File: config.mk
export PLATFORM = sky130hd
export DESIGN_NAME = modbus_reply_deframer
export DESIGN_NICKNAME = d
export VERILOG_FILES = /design/src/mdf_pkg.sv /design/src/modbus_reply_deframer.sv /design/src/mdf_byte_ram.sv /design/src/mdf_frame_ctrl.sv
export SDC_FILE = /design/constraint.sdc
export NUM_CORES = 1
export LEC_CHECK = 0
export BUFFER_PORTS_ARGS = -buffer_cell sky130_fd_sc_hd__buf_2
export CAP_MARGIN = 40
export CELL_PAD_IN_SITES_DETAIL_PLACEMENT = 1
export CELL_PAD_IN_SITES_GLOBAL_PLACEMENT = 2
export CORE_MARGIN = 2
export CORE_UTILIZATION = 30
export CTS_BUF_LIST = sky130_fd_sc_hd__clkbuf_2 sky130_fd_sc_hd__clkbuf_4 sky130_fd_sc_hd__clkbuf_8
export CTS_CLUSTER_DIAMETER = 40
export DETAILED_ROUTE_END_ITERATION = 6
export PLACE_DENSITY = 0.63
export SYNTH_ARGS = -nofsm -noshare
export SYNTH_HDL_FRONTEND = slang
export SYNTH_SLANG_ARGS = --single-unit
File: constraint.sdc
create_clock -name clk -period 3.4 [get_ports clk]
set_input_delay 0.68 -clock clk [delete_from_list [all_inputs] [get_ports clk]]
set_output_delay 0.68 -clock clk [all_outputs]
set_load 0.05 [all_outputs]
File: src/mdf_pkg.sv
// mdf_pkg: shared constants, types and the crc-16 byte step for the reply deframer
// no dependencies
package mdf_pkg;

	localparam int MAX_FRAME   = 20;
	localparam int OVERHEAD    = 5;
	localparam int MAX_RESULTS = 4;
	localparam int BUF_AW      = $clog2(MAX_FRAME);
	localparam int FILL_W      = $clog2(MAX_FRAME + 1);
	localparam int RES_W       = $clog2(MAX_RESULTS + 1);

	localparam logic [7:0]  FUNC_READ = 8'h03;
	localparam logic [15:0] CRC_INIT  = 16'hFFFF;
	localparam logic [15:0] CRC_POLY  = 16'hA001;

	typedef enum logic [1:0] {
		ST_IDLE,
		ST_READ,
		ST_PROC,
		ST_FLUSH
	} state_t;

	typedef struct packed {
		logic        frame_kind;
		logic [7:0]  function_code;
		logic [15:0] distance;
		logic [3:0]  payload_length;
		logic        last_of_run;
	} result_t;

	typedef struct packed {
		logic              we;
		logic [BUF_AW-1:0] waddr;
		logic [7:0]        wdata;
		logic              re;
		logic [BUF_AW-1:0] raddr;
	} ram_req_t;

	function automatic logic [15:0] crc_byte(input logic [15:0] crc, input logic [7:0] b);
		logic [15:0] c;
		c = crc ^ {8'h00, b};
		for (int i = 0; i < 8; i++) begin
			c = c[0] ? ((c >> 1) ^ CRC_POLY) : (c >> 1);
		end
		return c;
	endfunction

endpackage

File: src/modbus_reply_deframer.sv
// modbus_reply_deframer: top level with address register, output register and the deframer core
// depends on mdf_pkg, mdf_byte_ram and mdf_frame_ctrl
//
// Each accepted word is one received byte. It is appended to a small circular byte
// store, and the controller walks the unread bytes of the store, each with a
// registered read of the store, then parse and crc update. A byte is accepted only
// in idle, and in_stall stays high until the walk and the result flush are done, so
// a new byte is not taken before the last one is through; a dropped frame (too long,
// or bad crc) rewinds the read pointer to the byte after its address and walks the
// stored bytes again. Drops nested inside a replay stack up, and a result can hold
// the walk further while it waits on out_stall. Up to four results come from one
// byte; the last one carries last_of_run. A finished result waits in the output
// register while the next byte is accepted. The address register resets to 1; the
// user must write it with cfg_write while the block is idle, which the block does not enforce.
module modbus_reply_deframer (
	input  logic        clk,
	input  logic        arst_n,
	input  logic        cfg_write,
	input  logic [7:0]  cfg_data,
	input  logic        in_valid,
	output logic        in_stall,
	input  logic [7:0]  rx_byte,
	output logic        out_valid,
	input  logic        out_stall,
	output logic        frame_kind,
	output logic [7:0]  function_code,
	output logic [15:0] distance,
	output logic [3:0]  payload_length,
	output logic        last_of_run
);
	import mdf_pkg::*;

	logic [7:0] device_address_q;
	ram_req_t   ram_req;
	logic [7:0] ram_rdata;
	logic       out_free, push;
	result_t    push_res, out_q;
	logic       out_valid_q;

	assign out_free = !out_valid_q || !out_stall;

	always_ff @(posedge clk or negedge arst_n) begin
		if (!arst_n) begin
			device_address_q <= 8'd1;
			out_valid_q      <= 1'b0;
		end else begin
			if (cfg_write) device_address_q <= cfg_data;
			if (push) begin
				out_valid_q <= 1'b1;
			end else if (!out_stall) begin
				out_valid_q <= 1'b0;
			end
		end
	end

	always_ff @(posedge clk) begin
		if (push) out_q <= push_res;
	end

	mdf_byte_ram u_ram (
		.clk   (clk),
		.req   (ram_req),
		.rdata (ram_rdata)
	);

	mdf_frame_ctrl u_ctrl (
		.clk            (clk),
		.arst_n         (arst_n),
		.device_address (device_address_q),
		.in_valid       (in_valid),
		.in_byte        (rx_byte),
		.in_stall       (in_stall),
		.ram_req        (ram_req),
		.ram_rdata      (ram_rdata),
		.out_free       (out_free),
		.push           (push),
		.push_res       (push_res)
	);

	assign out_valid      = out_valid_q;
	assign frame_kind     = out_q.frame_kind;
	assign function_code  = out_q.function_code;
	assign distance       = out_q.distance;
	assign payload_length = out_q.payload_length;
	assign last_of_run    = out_q.last_of_run;

endmodule

File: src/mdf_byte_ram.sv
// mdf_byte_ram: circular byte store holding the bytes from the current frame start on
// depends on mdf_pkg
module mdf_byte_ram (
	input  logic             clk,
	input  mdf_pkg::ram_req_t req,
	output logic [7:0]       rdata
);
	import mdf_pkg::*;

	logic [7:0] mem [2**BUF_AW];

	always_ff @(posedge clk) begin
		if (req.we) begin
			mem[req.waddr] <= req.wdata;
		end
		if (req.re) begin
			rdata <= mem[req.raddr];
		end
	end

endmodule

File: src/mdf_frame_ctrl.sv
// mdf_frame_ctrl: byte loop over the byte store, frame parse, crc check, replay and result hold
// depends on mdf_pkg and drives one mdf_byte_ram port set
module mdf_frame_ctrl (
	input  logic              clk,
	input  logic              arst_n,
	input  logic [7:0]        device_address,
	input  logic              in_valid,
	input  logic [7:0]        in_byte,
	output logic              in_stall,
	output mdf_pkg::ram_req_t ram_req,
	input  logic [7:0]        ram_rdata,
	input  logic              out_free,
	output logic              push,
	output mdf_pkg::result_t  push_res
);
	import mdf_pkg::*;

	state_t            st_q, st_d;
	logic [BUF_AW-1:0] rd_q, wr_q, base_q;
	logic [FILL_W-1:0] fill_q, exp_q;
	logic              in_frame_q;
	logic [RES_W-1:0]  nres_q;
	logic              held_v_q;
	result_t           held_q;
	logic [15:0]       crc_q;
	logic [7:0]        crc_lo_q, fn_q, len_q, d3_q, d4_q;

	logic       accept, empty;
	logic       is_addr, too_long, done, crc_upd, crc_good, good, rewind, emit, hold_wait;
	logic [8:0] len_total;
	logic [7:0] d4;
	result_t    new_res;

	assign accept = (st_q == ST_IDLE) && in_valid;
	assign empty  = (rd_q == wr_q);

	always_comb begin
		is_addr   = (ram_rdata == device_address);
		len_total = {1'b0, ram_rdata} + 9'(OVERHEAD);
		too_long  = in_frame_q && (fill_q == FILL_W'(2)) && (len_total > 9'(MAX_FRAME));
		done      = in_frame_q && (fill_q >= FILL_W'(3)) && ((fill_q + FILL_W'(1)) == exp_q);
		crc_upd   = (fill_q < FILL_W'(3))
			|| (({1'b0, fill_q} + (FILL_W+1)'(2)) < {1'b0, exp_q});
		crc_good  = (crc_q == {ram_rdata, crc_lo_q});
		good      = done && crc_good;
		rewind    = too_long || (done && !crc_good);
		emit      = good && (nres_q < RES_W'(MAX_RESULTS));
		hold_wait = emit && held_v_q && !out_free;
		d4        = (fill_q == FILL_W'(4)) ? ram_rdata : d4_q;
		new_res.frame_kind     = (fn_q != FUNC_READ);
		new_res.function_code  = fn_q;
		new_res.distance       = (fn_q == FUNC_READ) ? {d3_q, d4} : 16'h0000;
		new_res.payload_length = len_q[3:0];
		new_res.last_of_run    = 1'b0;
	end

	// next state
	always_comb begin
		st_d = st_q;
		case (st_q)
			ST_IDLE:  if (in_valid) st_d = ST_READ;
			ST_READ:  st_d = empty ? ST_FLUSH : ST_PROC;
			ST_PROC:  if (!hold_wait) st_d = ST_READ;
			ST_FLUSH: if (!held_v_q || out_free) st_d = ST_IDLE;
			default:  st_d = ST_IDLE;
		endcase
	end

	// outputs
	always_comb begin
		in_stall      = (st_q != ST_IDLE);
		ram_req.we    = accept;
		ram_req.waddr = wr_q;
		ram_req.wdata = in_byte;
		ram_req.re    = (st_q == ST_READ) && !empty;
		ram_req.raddr = rd_q;
		push          = 1'b0;
		push_res      = held_q;
		case (st_q)
			ST_PROC: begin
				push = emit && held_v_q && out_free;
			end
			ST_FLUSH: begin
				push                 = held_v_q && out_free;
				push_res.last_of_run = 1'b1;
			end
			default: begin
				push = 1'b0;
			end
		endcase
	end

	always_ff @(posedge clk or negedge arst_n) begin
		if (!arst_n) begin
			st_q       <= ST_IDLE;
			rd_q       <= '0;
			wr_q       <= '0;
			base_q     <= '0;
			fill_q     <= '0;
			exp_q      <= '0;
			in_frame_q <= 1'b0;
			nres_q     <= '0;
			held_v_q   <= 1'b0;
		end else begin
			st_q <= st_d;
			case (st_q)
				ST_IDLE: begin
					if (in_valid) begin
						wr_q   <= wr_q + BUF_AW'(1);
						nres_q <= '0;
					end
				end
				ST_READ: begin
					if (!empty) rd_q <= rd_q + BUF_AW'(1);
				end
				ST_PROC: begin
					if (!hold_wait) begin
						if (in_frame_q) begin
							if (fill_q == FILL_W'(2)) exp_q <= FILL_W'(len_total);
							if (good || rewind) begin
								in_frame_q <= 1'b0;
								fill_q     <= '0;
							end else begin
								fill_q <= fill_q + FILL_W'(1);
							end
							if (rewind) rd_q <= base_q + BUF_AW'(1);
							if (emit) begin
								held_v_q <= 1'b1;
								nres_q   <= nres_q + RES_W'(1);
							end
						end else if (is_addr) begin
							in_frame_q <= 1'b1;
							base_q     <= rd_q - BUF_AW'(1);
							fill_q     <= FILL_W'(1);
						end
					end
				end
				ST_FLUSH: begin
					if (held_v_q && out_free) held_v_q <= 1'b0;
				end
				default: begin
					held_v_q <= 1'b0;
				end
			endcase
		end
	end

	always_ff @(posedge clk) begin
		if (st_q == ST_PROC && !hold_wait) begin
			crc_lo_q <= ram_rdata;
			if (in_frame_q) begin
				if (crc_upd) crc_q <= crc_byte(crc_q, ram_rdata);
				if (fill_q == FILL_W'(1)) fn_q <= ram_rdata;
				if (fill_q == FILL_W'(2)) len_q <= ram_rdata;
				if (fill_q == FILL_W'(3)) d3_q <= ram_rdata;
				if (fill_q == FILL_W'(4)) d4_q <= ram_rdata;
				if (emit) held_q <= new_res;
			end else if (is_addr) begin
				crc_q <= crc_byte(CRC_INIT, ram_rdata);
			end
		end
	end

endmodule
==> results by group <==
Clock tree
  • Root buffer cell: clkbuf_8
  • CTS tree: built
  • CTS max path bufs: 3
  • Clk_lat worst skew: 0.67 ns
  • Inserted Clock Buffers: 80
  • CTS clock-pin slew for the worst setup and hold paths: 0.06 ns
  • CTS resizes: 0
  • Deepest level of the CTS H-tree: 3
  • TritonCTS Sinks: 416

Timing
  • Fin crit period: 2.91 ns
  • PnR worst setup slack: 0.494 ns
  • Endpoints failing setup: 0
  • Relative slew slack: 45.4%
  • Max Fclk: 344 MHz
  • Part of the cycle the worst path needs: 85.5%
  • Final Hold Viols: 0
  • Worst slew pin tran: 0.816 ns
  • RSZ-0062 raised after global routing: false
  • Slew Viols, Final: 0
  • TNS Setup: 0 ns
  • Clk_skew: 0.0470 ns

Power and ir drop
  • Leakage: 6.98 nW
  • Max IR drop VDD: 0.370 mV
  • PwrDens: 791 nW/µm²

Layout
  • # fillers: 5717
  • Register area: 12300 µm²
  • Commonest non-fill, non-tap cell in the layout: edfxtp_1
  • Layout cell share with drive strength beyond 1: 32.2%
  • P&R area growth vs syn: 18.8%
  • Commonest cells after routing, fill and taps aside: edfxtp_1, clkbuf_8, mux4_2
  • # diodes: 0
  • Fin nets: 1142
  • Area of the multi-input gates: 4600 µm²

Global route
  • All-layer global routing usage: 13.2%
  • Vias in the first global route: 9669
  • First-pass GRT wire length: 58900 µm
  • Largest net degree at the start of global routing: 50
  • Initial antenna violation count: 0
  • GRT overflow: 0

Synthesis
  • Post-synth EDFFs: 375
  • Most common flop cell mapped by yosys: edfxtp_1
  • Unique masters post-synth: 65
  • Largest cells by area after synthesis: edfxtp_1, mux4_2, dfrtp_1, xnor2_1, ha_1
  • Syn Nets: 996
  • Sequential area share after synthesis: 71.5%
  • Post-synth top area cell: edfxtp_1
  • Asr flop ratio synth: 9.86%
  • Warnings, synthesis: 0
  • Cells after Synth: 948
  • Cell area after synthesis: 17200 µm²
  • Yosys top cell area share: 65.5%
  • Synth Register Bits: 416
  • Avg Inst Size Synth: 18.1 µm²

Floorplan
  • Starting Density: 30.4%
  • Ports: 53
  • Die footprint: 59200 µm²
  • Core box area: 56500 µm²
  • Die Span Y: 243 µm
  • # rows: 87
  • Die X-Extent: 243 µm

Critical path
  • Worst r2r path cells: 8
  • Worst Setup End Kind: flip-flop
  • Worst reg2reg path endpoint: u_ctrl.d3_q[1]
  • Worst EP required: 3.71 ns
  • Worst-path cell with the longest stage delay: dfrtp_1
  • Crit path largest cell delay: 0.56 ns
  • Crit path DAT: 3.21 ns
  • CP startpoint kind: flip-flop
  • Critical path class: flip-flop to flip-flop
  • R2R Setup Slk: 0.49 ns
  • Crit-path cells: inv_1, ha_1, a2111o_1, nand2b_1, o2111a_2, a41oi_4, and2_1, and3_1
  • Crit-path max FO: 12
  • Worst r2r src: u_ctrl.fill_q[2]

Route
  • ANT nets after route: 0
  • Routed length per instance: 19.6 µm
  • DRC: 0
  • DR iter-0 viols: 433
  • Routed WL: 37500 µm
  • Avg Vias per Cell: 4.52
  • Via Count: 8660
  • DR pass1 iterations: 4

Placement
  • Port bufs: 52
  • Placer Congestion: 0.751
  • Setup WS pre-CTS: 0.479 ns
  • Post-DP HPWL: 24400 µm

Flow run
  • Max cap viols: 0

Min path
  • Hold Path Stages: 2
  • HP Start: cfg_data[1]
  • Hold WC Path Type: input port to flip-flop
  • Hold Path End: device_address_q[1]

Status
  • Status: finished clean
-- timing repair --
action	CTS	global route
buffers inserted	0	0
endpoints found under the hold margin	18	0
setup endpoints to repair	0	0
hold buffers	1	0
-- registers in the layout, summed over array words and instances (netlist names), 2 cells and up --
signal,count
device_address_q,8
distance,16
function_code,8
payload_length,4
u_ctrl.base_q,5
u_ctrl.crc_lo_q,8
u_ctrl.crc_q,16
u_ctrl.d3_q,8
u_ctrl.d4_q,8
u_ctrl.exp_q,5
u_ctrl.fill_q,5
u_ctrl.fn_q,8
u_ctrl.len_q,4
u_ctrl.nres_q,3
u_ctrl.push_res,29
u_ctrl.rd_q,5
u_ctrl.st_q,2
u_ctrl.wr_q,5
u_ram.mem,256
u_ram.rdata,8
-- cell type report --
type	count	area share (%)
sequential	416	60.2
multi-input combinational	460	22.5
clock buffer	109	6.55
tap	756	4.63
timing repair buffer	112	3.74
clock inverter	37	1.89
inverter	24	0.441
-- worst max-delay path: cells and delay by family, from the launching register on --
kind	cells	cell delay [ns]
buffers and inverters	1	0.08
adders and majority gates	1	0.18
AOI/OAI and AO/OA	3	0.90
and+or+nand+nor	3	0.83
DFF	1	0.56
-- cell usage after synthesis (3+ instances only) --
master	n
a21oi_1	21
a31oi_1	4
and2_1	20
and3_1	8
buf_1	6
buf_2	19
clkbuf_1	20
dfrtp_1	40
edfxtp_1	375
ha_1	27
inv_1	24
mux2_2	28
mux2i_1	4
mux4_2	80
nand2_1	31
nand2b_1	8
nand3_1	9
nand3b_1	3
nand4_1	8
nor2_1	54
nor2b_1	4
nor3_1	8
o21a_1	3
o21ai_0	18
o31ai_1	3
or4_1	3
xnor2_1	59
xor2_1	14
-- routing by layer --
metal / part of all wire, % / vias to the layer above / track usage [%]
met4: 2.4 / 0 / 5.00
met5: 0 / - / 0
met2: 49 / 145 / 21.5
li1: - / 3986 / -
met1: 46 / 4463 / 17.0
met3: 3.5 / 66 / 3.07
-- per-stage QoR --
step	cell area, µm²	util [%]	hold slack (ns)	total power (W)	std cells
2_1_floorplan	17200	-	0.384	0.00960	948
3_3_place_gp	18700	33.1	0.402	0.0110	1767
3_5_place_dp	18700	33.1	0.405	0.0111	1767
4_1_cts	20400	36.1	0.191	0.0164	1914
5_1_grt	20400	36.1	0.212	0.0171	1914
6_report	20400	36.1	0.264	0.0161	1914
-- cell families (layout without fill, tap and decap cells) --
family                     Yosys count  in the layout  share of synthesized area [%]
DFF                                416            416                           71.5
adders and majority gates           27             27                           1.97
xor gates and xnor gates            76             76                           4.08
and+or+nand+nor                    171            171                           5.05
buffers and inverters               72            282                           1.82
AOI/OAI and AO/OA                   74             74                           3.01
muxes                              112            112                           12.6
-- worst max path at each step --
| stage | start | end | slack [ns] | cells past startpoint |
|---|---|---|---|---|
| floorplan | u_ctrl.fill_q[2] | u_ctrl.crc_q[0] | 0.09 | 9 |
| global placement | u_ctrl.fill_q[2] | u_ctrl.crc_q[13] | 0.53 | 9 |
| detailed placement | u_ctrl.fill_q[2] | u_ctrl.d3_q[1] | 0.48 | 8 |
| CTS | u_ctrl.fill_q[2] | u_ctrl.crc_q[4] | 0.49 | 9 |
| global route | u_ctrl.fill_q[2] | u_ctrl.fn_q[4] | 0.29 | 8 |
| finish | u_ctrl.fill_q[2] | u_ctrl.d3_q[1] | 0.49 | 8 |
-- power by group --
group | switching (W) | internal, W | total, W | leakage, nW
clock | 0.00218 | 0.00305 | 0.00522 | 0.878
combinational | 0.00240 | 0.00211 | 0.00451 | 2.18
sequential | 0.000354 | 0.00605 | 0.00641 | 3.91
No activity file was read; power rests on OpenSTA's default activity.
